===== src/hdl/mpq_pkg.sv =====
// Shared constants and control types for the min priority queue.
package mpq_pkg;

    localparam int KEY_W            = 32;
    localparam int HANDLE_W         = 16;
    localparam int CMD_W            = 2;
    localparam int STATUS_W         = 2;
    localparam int DEFAULT_CAPACITY = 64;

    // Command codes
    localparam logic [CMD_W-1:0] CMD_PUSH  = 2'd0;
    localparam logic [CMD_W-1:0] CMD_POP   = 2'd1;
    localparam logic [CMD_W-1:0] CMD_CLEAR = 2'd2;
    localparam logic [CMD_W-1:0] CMD_PEEK  = 2'd3;

    // Status codes
    localparam logic [STATUS_W-1:0] ST_DONE  = 2'd0;
    localparam logic [STATUS_W-1:0] ST_FULL  = 2'd1;
    localparam logic [STATUS_W-1:0] ST_EMPTY = 2'd2;

    // Controller to datapath commands
    typedef struct packed {
        logic                do_push;
        logic                do_pop;
        logic                do_clear;
        logic                load;
        logic [STATUS_W-1:0] status_code;
    } ctl_t;

    // Datapath to controller status
    typedef struct packed {
        logic full;
        logic empty;
    } dp_stat_t;

endpackage


===== src/hdl/mpq_ctrl.sv =====
// Controller: handshake state machine and command decode for the queue.
module mpq_ctrl (
    input  logic                      clk,
    input  logic                      rst_n,
    input  logic                      item_valid,
    output logic                      item_stall,
    input  logic [mpq_pkg::CMD_W-1:0] cmd,
    output logic                      result_valid,
    input  logic                      result_stall,
    input  mpq_pkg::dp_stat_t         stat,
    output mpq_pkg::ctl_t             ctl
);

    localparam logic S_IDLE = 1'b0;
    localparam logic S_HOLD = 1'b1;

    logic state_reg;
    logic state_next;
    logic accept;

    // Handshake: the result register frees up when the word is taken
    assign result_valid = (state_reg == S_HOLD);
    assign item_stall   = (state_reg == S_HOLD) && result_stall;
    assign accept       = item_valid && !item_stall;

    // Command decode
    always_comb
    begin
        ctl.load        = accept;
        ctl.do_push     = 1'b0;
        ctl.do_pop      = 1'b0;
        ctl.do_clear    = 1'b0;
        ctl.status_code = mpq_pkg::ST_DONE;
        unique case (cmd)
            mpq_pkg::CMD_PUSH:
            begin
                ctl.do_push = accept && !stat.full;
                if (stat.full)
                begin
                    ctl.status_code = mpq_pkg::ST_FULL;
                end
            end
            mpq_pkg::CMD_POP:
            begin
                ctl.do_pop = accept && !stat.empty;
                if (stat.empty)
                begin
                    ctl.status_code = mpq_pkg::ST_EMPTY;
                end
            end
            mpq_pkg::CMD_CLEAR:
            begin
                ctl.do_clear = accept;
            end
            mpq_pkg::CMD_PEEK:
            begin
                ctl.status_code = mpq_pkg::ST_DONE;
            end
        endcase
    end

    // Next state
    always_comb
    begin
        state_next = state_reg;
        priority if (accept)
        begin
            state_next = S_HOLD;
        end
        else if (state_reg == S_HOLD && !result_stall)
        begin
            state_next = S_IDLE;
        end
    end

    always_ff @(posedge clk or negedge rst_n)
    begin
        if (!rst_n)
        begin
            state_reg <= S_IDLE;
        end
        else
        begin
            state_reg <= state_next;
        end
    end

endmodule


===== config.mk =====
export PLATFORM = sky130hd
export DESIGN_NAME = mpq_ctrl
export DESIGN_NICKNAME = d
export VERILOG_FILES = /design/src/hdl/mpq_pkg.sv /design/src/hdl/mpq_ctrl.sv
export SDC_FILE = /design/constraint.sdc
export NUM_CORES = 1
export LEC_CHECK = 0
export BUFFER_PORTS_ARGS = -buffer_cell sky130_fd_sc_hd__buf_2
export CORE_AREA = 2 2 39 41
export DETAILED_ROUTE_END_ITERATION = 10
export DIE_AREA = 0 0 41 43
export PLACE_DENSITY = 0.36
export SYNTH_ARGS = -nofsm -noshare
export SYNTH_HDL_FRONTEND = slang
export SYNTH_SLANG_ARGS = --single-unit

===== constraint.sdc =====
create_clock -name clk -period 1.5 [get_ports clk]
set_input_delay 0.3 -clock clk [delete_from_list [all_inputs] [get_ports clk]]
set_output_delay 0.3 -clock clk [all_outputs]
set_load 0.01 [all_outputs]

==> impl_metrics.csv, run 1 <==
group,metric,value,unit
routing,drc_errors,0,
placement,preCtsSetupSlack,195,ps
routing,vias,150,
global_route,grt_pass1_vias,150,
cells_and_area,flow.area_growth_from_synthesis,67.3,%
cells_and_area,layout-drive-gt1-share,76.0,%
yosys,synth_xor_xnor_area_share,0,%
critical_path,path_max_fanout,4,
critical_path,timing_worst_setup_path_type,"input pin to primary output",
yosys,synth_top_family_by_area,"simple AND/OR/NAND/NOR gates",
yosys,synth_seq_cells,1,
routing,detail_route.iter0.violations,0,
pwr,p_leak,0.115,nW
pwr,cell_internal_pwr,0.0530,mW
clock_tree,cts-hold-fix-buffers,0,
routing,wl_per_cell,8.93,um
status,status,"finished clean",
critical_path,timing.critical_path.from_type,"input pin",
critical_path,cp_slowest_stage_delay,230,ps
worst_hold_path,min_delay_worst_type,"input pin to asynchronous set/reset pin",
yosys,syn_nets,19,
timing,rsz0062_at_grt,"no",
timing,setup-violations-final,0,
die,dieArea,0.00176,mm2
die,placementRows,14,
pwr,power.total,0.0780,mW
pwr,power.switching,0.0250,mW
yosys,synth.mux.area_fraction,0,%
routing,firstDrtPassIters,1,
critical_path,worst_path_most_repeated_cell,"buf_2",
die,die_w,41,um
yosys,synth_compound_gate_area_share,12.5,%
die,fp.dieH,43,um
yosys,ys_warnings,0,
placement,dp.cells,41,
clock_tree,clkTransAtPathRegs,0,ps
clock_tree,post_cts.resized_instances,0,
cells_and_area,largest_reg_flops,1,
die,core_region_area,0.00138,mm2
clock_tree,clock_insertion_delay_at_the_later_pin_of_the_skew_report,0,ps
placement,placed_area,218,um2
yosys,simple_gate_area_share_of_the_yosys_netlist,59.6,%
die,floorplan.initialDensity,9.40,%
timing,layout_setup_ws,201,ps
global_route,global_route_wire_length_before_repair,572,um
placement,portBuffers,15,
timing,fin_setup_tns,0,ps
yosys,adder_cell_share_of_the_synthesized_area,0,%
yosys,syn_area_per_cell,11.8,um2
placement,place_congestion,0.584,
critical_path,cpMaxStageDelayCell,"a21bo_4",
timing,worst-slew-pin-transition,172,ps
timing,fin_crit_sh,86.6,%
die,design.portCount,16,
routing,viasPerCell,3.66,
global_route,grt_usage,4.50,%
pwr,vdd_ir_drop_max,0.0000787,V
critical_path,worstPathRequired,1200,ps
critical_path,worst-endpoint-arrival,1000,ps
yosys,netlist-cell-type-count,11,
global_route,grt_antenna_before_repair,0,
yosys,yosysSeqAreaShare,19.2,%
pwr,share_of_total_power_in_sequential_cells,39.5,%
run,max_cap_viol_count,0,
pwr,powerDensity,358,mW/mm2
critical_path,critical_path.cell_chain,"buf_2 -> a21bo_4 -> nor4b_4 -> buf_2",
cells_and_area,final_design_area_no_fill,218,um2
timing,slew_headroom,88.4,%
timing,timing.final.crit_period,1300,ps
pwr,combinationalPowerShare,60.5,%
cells_and_area,diodes,0,
cells_and_area,nNetsFinal,35,
pwr,p_sw_share,32.1,%
routing,ant_nets,0,
timing,max_frequency,770,MHz
timing,max_slew_violations,0,
cells_and_area,finish.cell_count_without_fillers,41,
global_route,grt-ovfl-total,0,
yosys,netlist_instances,11,
clock_tree,cts.repair_timing.setup_buffer_count,0,
routing,totalWireLength,366,um
critical_path,critical_path.endpoint_type,"primary output",
yosys,post_synth_instance_area,130,um2
pwr,share_clk_of_total_power,0,%
timing,worst_clock_skew,0,ps
global_route,grt_max_degree,6,
timing,report.final.hold_viol_count,0,
==> power by group through the flow <==
stage                     clock, mW  combinational (mW)  sequential, mW
after floorplan                   0              0.0232          0.0316
after global placement            0              0.0458          0.0306
after detailed placement          0              0.0480          0.0308
after CTS                         0              0.0482          0.0308
after global routing              0              0.0519          0.0311
final                             0              0.0472          0.0308
==> placed cells by master (no fill, tap or decap) <==
cell,instances
and2_1,1
a21bo_4,1
nor4_2,1
and3b_1,1
inv_1,1
buf_2,15
nor3b_2,1
nor4b_4,1
nor3b_1,1
or2_1,1
dfrtp_1,1
==> layer usage <==
| layer | track usage, % | routed length (um) | vias to the layer above | part of all wire [%] |
|---|---|---|---|---|
| met5 | 0 | 0 | - | 0 |
| met4 | 0 | 0 | 0 | 0 |
| met3 | 1.57 | 70 | 0 | 19 |
| met2 | 8.44 | 153 | 16 | 42 |
| met1 | 4.76 | 142 | 66 | 39 |
| li1 | - | - | 68 | - |
==> final timing paths <==
kind	depth (start not counted)	end	slack (ps)	from
worst max-delay path	4	ctl[4]	200	result_stall
worst min-delay path	1	result_valid	80	rst_n
worst max register to register	2	result_valid	640	result_valid
worst min register to register	2	result_valid	630	result_valid
max in group asynchronous	1	result_valid	1330	rst_n
min in group clk	2	result_valid	520	item_valid
==> through the flow <==
stage / hold slack (ps) / utilization, %
after floorplan: 4.41 / -
after global placement: 74.7 / 15.7
after detailed placement: 82.1 / 15.7
after CTS: 82.3 / 15.7
after global routing: 87.7 / 15.7
final: 81.0 / 15.7
==> Yosys cell counts <==
cell type  instances  area share (%)
inv_1              1             2.9
nor4_2             1             9.6
dfrtp_1            1              19
and2_1             1             4.8
and3b_1            1             6.7
nor3b_2            1             9.6
or2_1              1             4.8
buf_4              1             5.8
nor3b_1            1             5.8
nor4b_4            1              18
a21bo_4            1              13
==> critical path: cells and delay by family <==
kind                   cells  cell delay [ps]
buffers and inverters      2              270
AOI/OAI and AO/OA          1              230
and+or+nand+nor            1              190
==> cell families (layout without fill, tap and decap cells) <==
logic type / count (synthesis) / in the layout
compound gates: 1 / 1
buf+inv: 2 / 16
flops: 1 / 1
simple gates: 7 / 7
==> cell type report <==
class / instances / area [um2]
fillers: 156 / 1170
inverters: 1 / 3.75
multi-input cells: 8 / 93.8
flip-flops and latches: 1 / 25.0
well taps: 16 / 20.0
repair buffers: 15 / 75.1
No activity file was read; power rests on OpenSTA's default activity.
==> run 2, diff against run 1 <==
--- a/config.mk
+++ b/config.mk
@@ -5,11 +5,11 @@
 export SDC_FILE = /design/constraint.sdc
 export NUM_CORES = 1
 export LEC_CHECK = 0
-export BUFFER_PORTS_ARGS = -buffer_cell sky130_fd_sc_hd__buf_2
 export CORE_AREA = 2 2 39 41
 export DETAILED_ROUTE_END_ITERATION = 10
 export DIE_AREA = 0 0 41 43
-export PLACE_DENSITY = 0.36
+export DONT_BUFFER_PORTS = 1
+export PLACE_DENSITY = 0.3
 export SYNTH_ARGS = -nofsm -noshare
 export SYNTH_HDL_FRONTEND = slang
 export SYNTH_SLANG_ARGS = --single-unit
==> run 2 against run 1 <==
Combinational power down 53%. Sequential power up 3%. Die area unchanged. Worst setup slack better by 70 ps. Via count fell by 45%. Global-route usage decreased by 2.5 points. Fmax is 5.7% higher. Sequential share of layout area rose by 6.0 points. Critical path type is now flip-flop to primary output. Largest power group is now sequential cells.
==> impl_metrics.csv, run 2 (synthesized netlist as in run 1, its figures left out) <==
group,metric,value,unit
cells_and_area,final_core_utilization,10.3,%
global_route,grt_max_degree,6,
worst_hold_path,min_delay_worst_type,"input pin to asynchronous set/reset pin",
global_route,grt_antenna_before_repair,0,
timing,fin_setup_tns,0,ps
critical_path,cp_slowest_stage_delay,400,ps
timing,max_frequency,814,MHz
critical_path,rr_endpoint,"result_valid",
cells_and_area,regArea,25.0,um2
critical_path,setup.reg_to_reg.worst_slack,550,ps
clock_tree,clock_insertion_delay_at_the_later_pin_of_the_skew_report,0,ps
placement,place_congestion,0.425,
timing,setup-violations-final,0,
timing,slew_headroom,73.2,%
critical_path,worst-endpoint-arrival,930,ps
global_route,grt_usage,2.00,%
timing,fin_crit_sh,81.9,%
critical_path,critical_path_cell_count,2,
critical_path,critical_path.endpoint_type,"primary output",
critical_path,cpMaxStageDelayCell,"dfrtp_1",
run,max_cap_viol_count,0,
pwr,vdd_ir_drop_max,0.0000522,V
global_route,grt_pass1_vias,76,
critical_path,timing.critical_path.from_type,"flip-flop",
die,die_w,41,um
critical_path,critical_path_buf_inv_count,0,
die,design.portCount,16,
global_route,global_route_wire_length_before_repair,269,um
routing,wl_per_cell,8.62,um
critical_path,worstPathRequired,1200,ps
timing,whs,4.37,ps
placement,dpl.hpwl,208,um
die,floorplan.initialDensity,9.40,%
routing,totalWireLength,224,um
pwr,p_leak,0.0489,nW
timing,report.final.hold_viol_count,0,
critical_path,path_max_fanout,4,
clock_tree,clkTransAtPathRegs,0,ps
clock_tree,cts-hold-fix-buffers,0,
die,dieArea,0.00176,mm2
timing,timing.final.crit_period,1230,ps
clock_tree,post_cts.resized_instances,0,
critical_path,cpLargestDelayFamily,"flip-flops",
status,status,"finished clean",
routing,drc_errors,0,
critical_path,critical_path.cell_chain,"a21bo_4 -> nor4b_4",
pwr,powerDensity,379,mW/mm2
die,fp.dieH,43,um
die,core_region_area,0.00138,mm2
cells_and_area,layout-drive-gt1-share,40.0,%
routing,detail_route.iter0.violations,1,
global_route,grt-ovfl-total,0,
cells_and_area,largest_reg_flops,1,
cells_and_area,nNetsFinal,20,
timing,worst-slew-pin-transition,401,ps
clock_tree,cts.repair_timing.setup_buffer_count,0,
die,placementRows,14,
timing,worst_clock_skew,0,ps
routing,viasPerCell,3.15,
critical_path,r2r-start,"result_valid",
cells_and_area,flow.area_growth_from_synthesis,9.62,%
routing,vias,82,
cells_and_area,nFillCells,157,
cells_and_area,diodes,0,
cells_and_area,multi_input_comb_area,93.8,um2
routing,firstDrtPassIters,2,
routing,ant_nets,0,
critical_path,ff2ff_path_depth,2,
timing,rsz0062_at_grt,"no",
critical_path,timing_worst_setup_path_type,"flip-flop to primary output",
placement,portBuffers,0,
timing,max_slew_violations,0,
[run 2: cell count changes in the layout (fill, tap and decap cells not counted), sizes merged]
cell	previous run	this run
buf	15	0
[run 2: layout make-up]
class / count / share of cell area (%)
tap: 16 / 14.0
sequential: 1 / 17.5
inverter: 1 / 2.63
multi-input combinational: 8 / 65.8
[run 2: worst max-delay path by stage]
stage | start | end
5_1_grt | result_valid | ctl[4]
3_5_place_dp | result_valid | ctl[4]
2_1_floorplan | result_valid | ctl[4]
6_report | result_valid | ctl[4]
3_3_place_gp | result_valid | ctl[4]
4_1_cts | result_valid | ctl[4]
[run 2: power breakdown]
group          internal (mW)  leakage, nW  switching (mW)
registers             0.0293       0.0108         0.00252
logic                 0.0111       0.0382          0.0111
clock network              0            0               0
total                 0.0404       0.0489          0.0137
[run 2: routing by layer]
metal	track usage (%)	wire length, um
met2	3.75	127
met3	0	29
met1	2.53	67
met4	0	0
met5	0	0
[run 2: stage by stage]
step / power [mW] / worst slack [ps] / instance area, um2 / cells
after floorplan: 0.0548 / 295 / 130 / 11
after global placement: 0.0544 / 259 / 143 / 26
after detailed placement: 0.0547 / 260 / 143 / 26
after CTS: 0.0547 / 260 / 143 / 26
after global routing: 0.0568 / 207 / 143 / 26
final: 0.0541 / 271 / 143 / 26
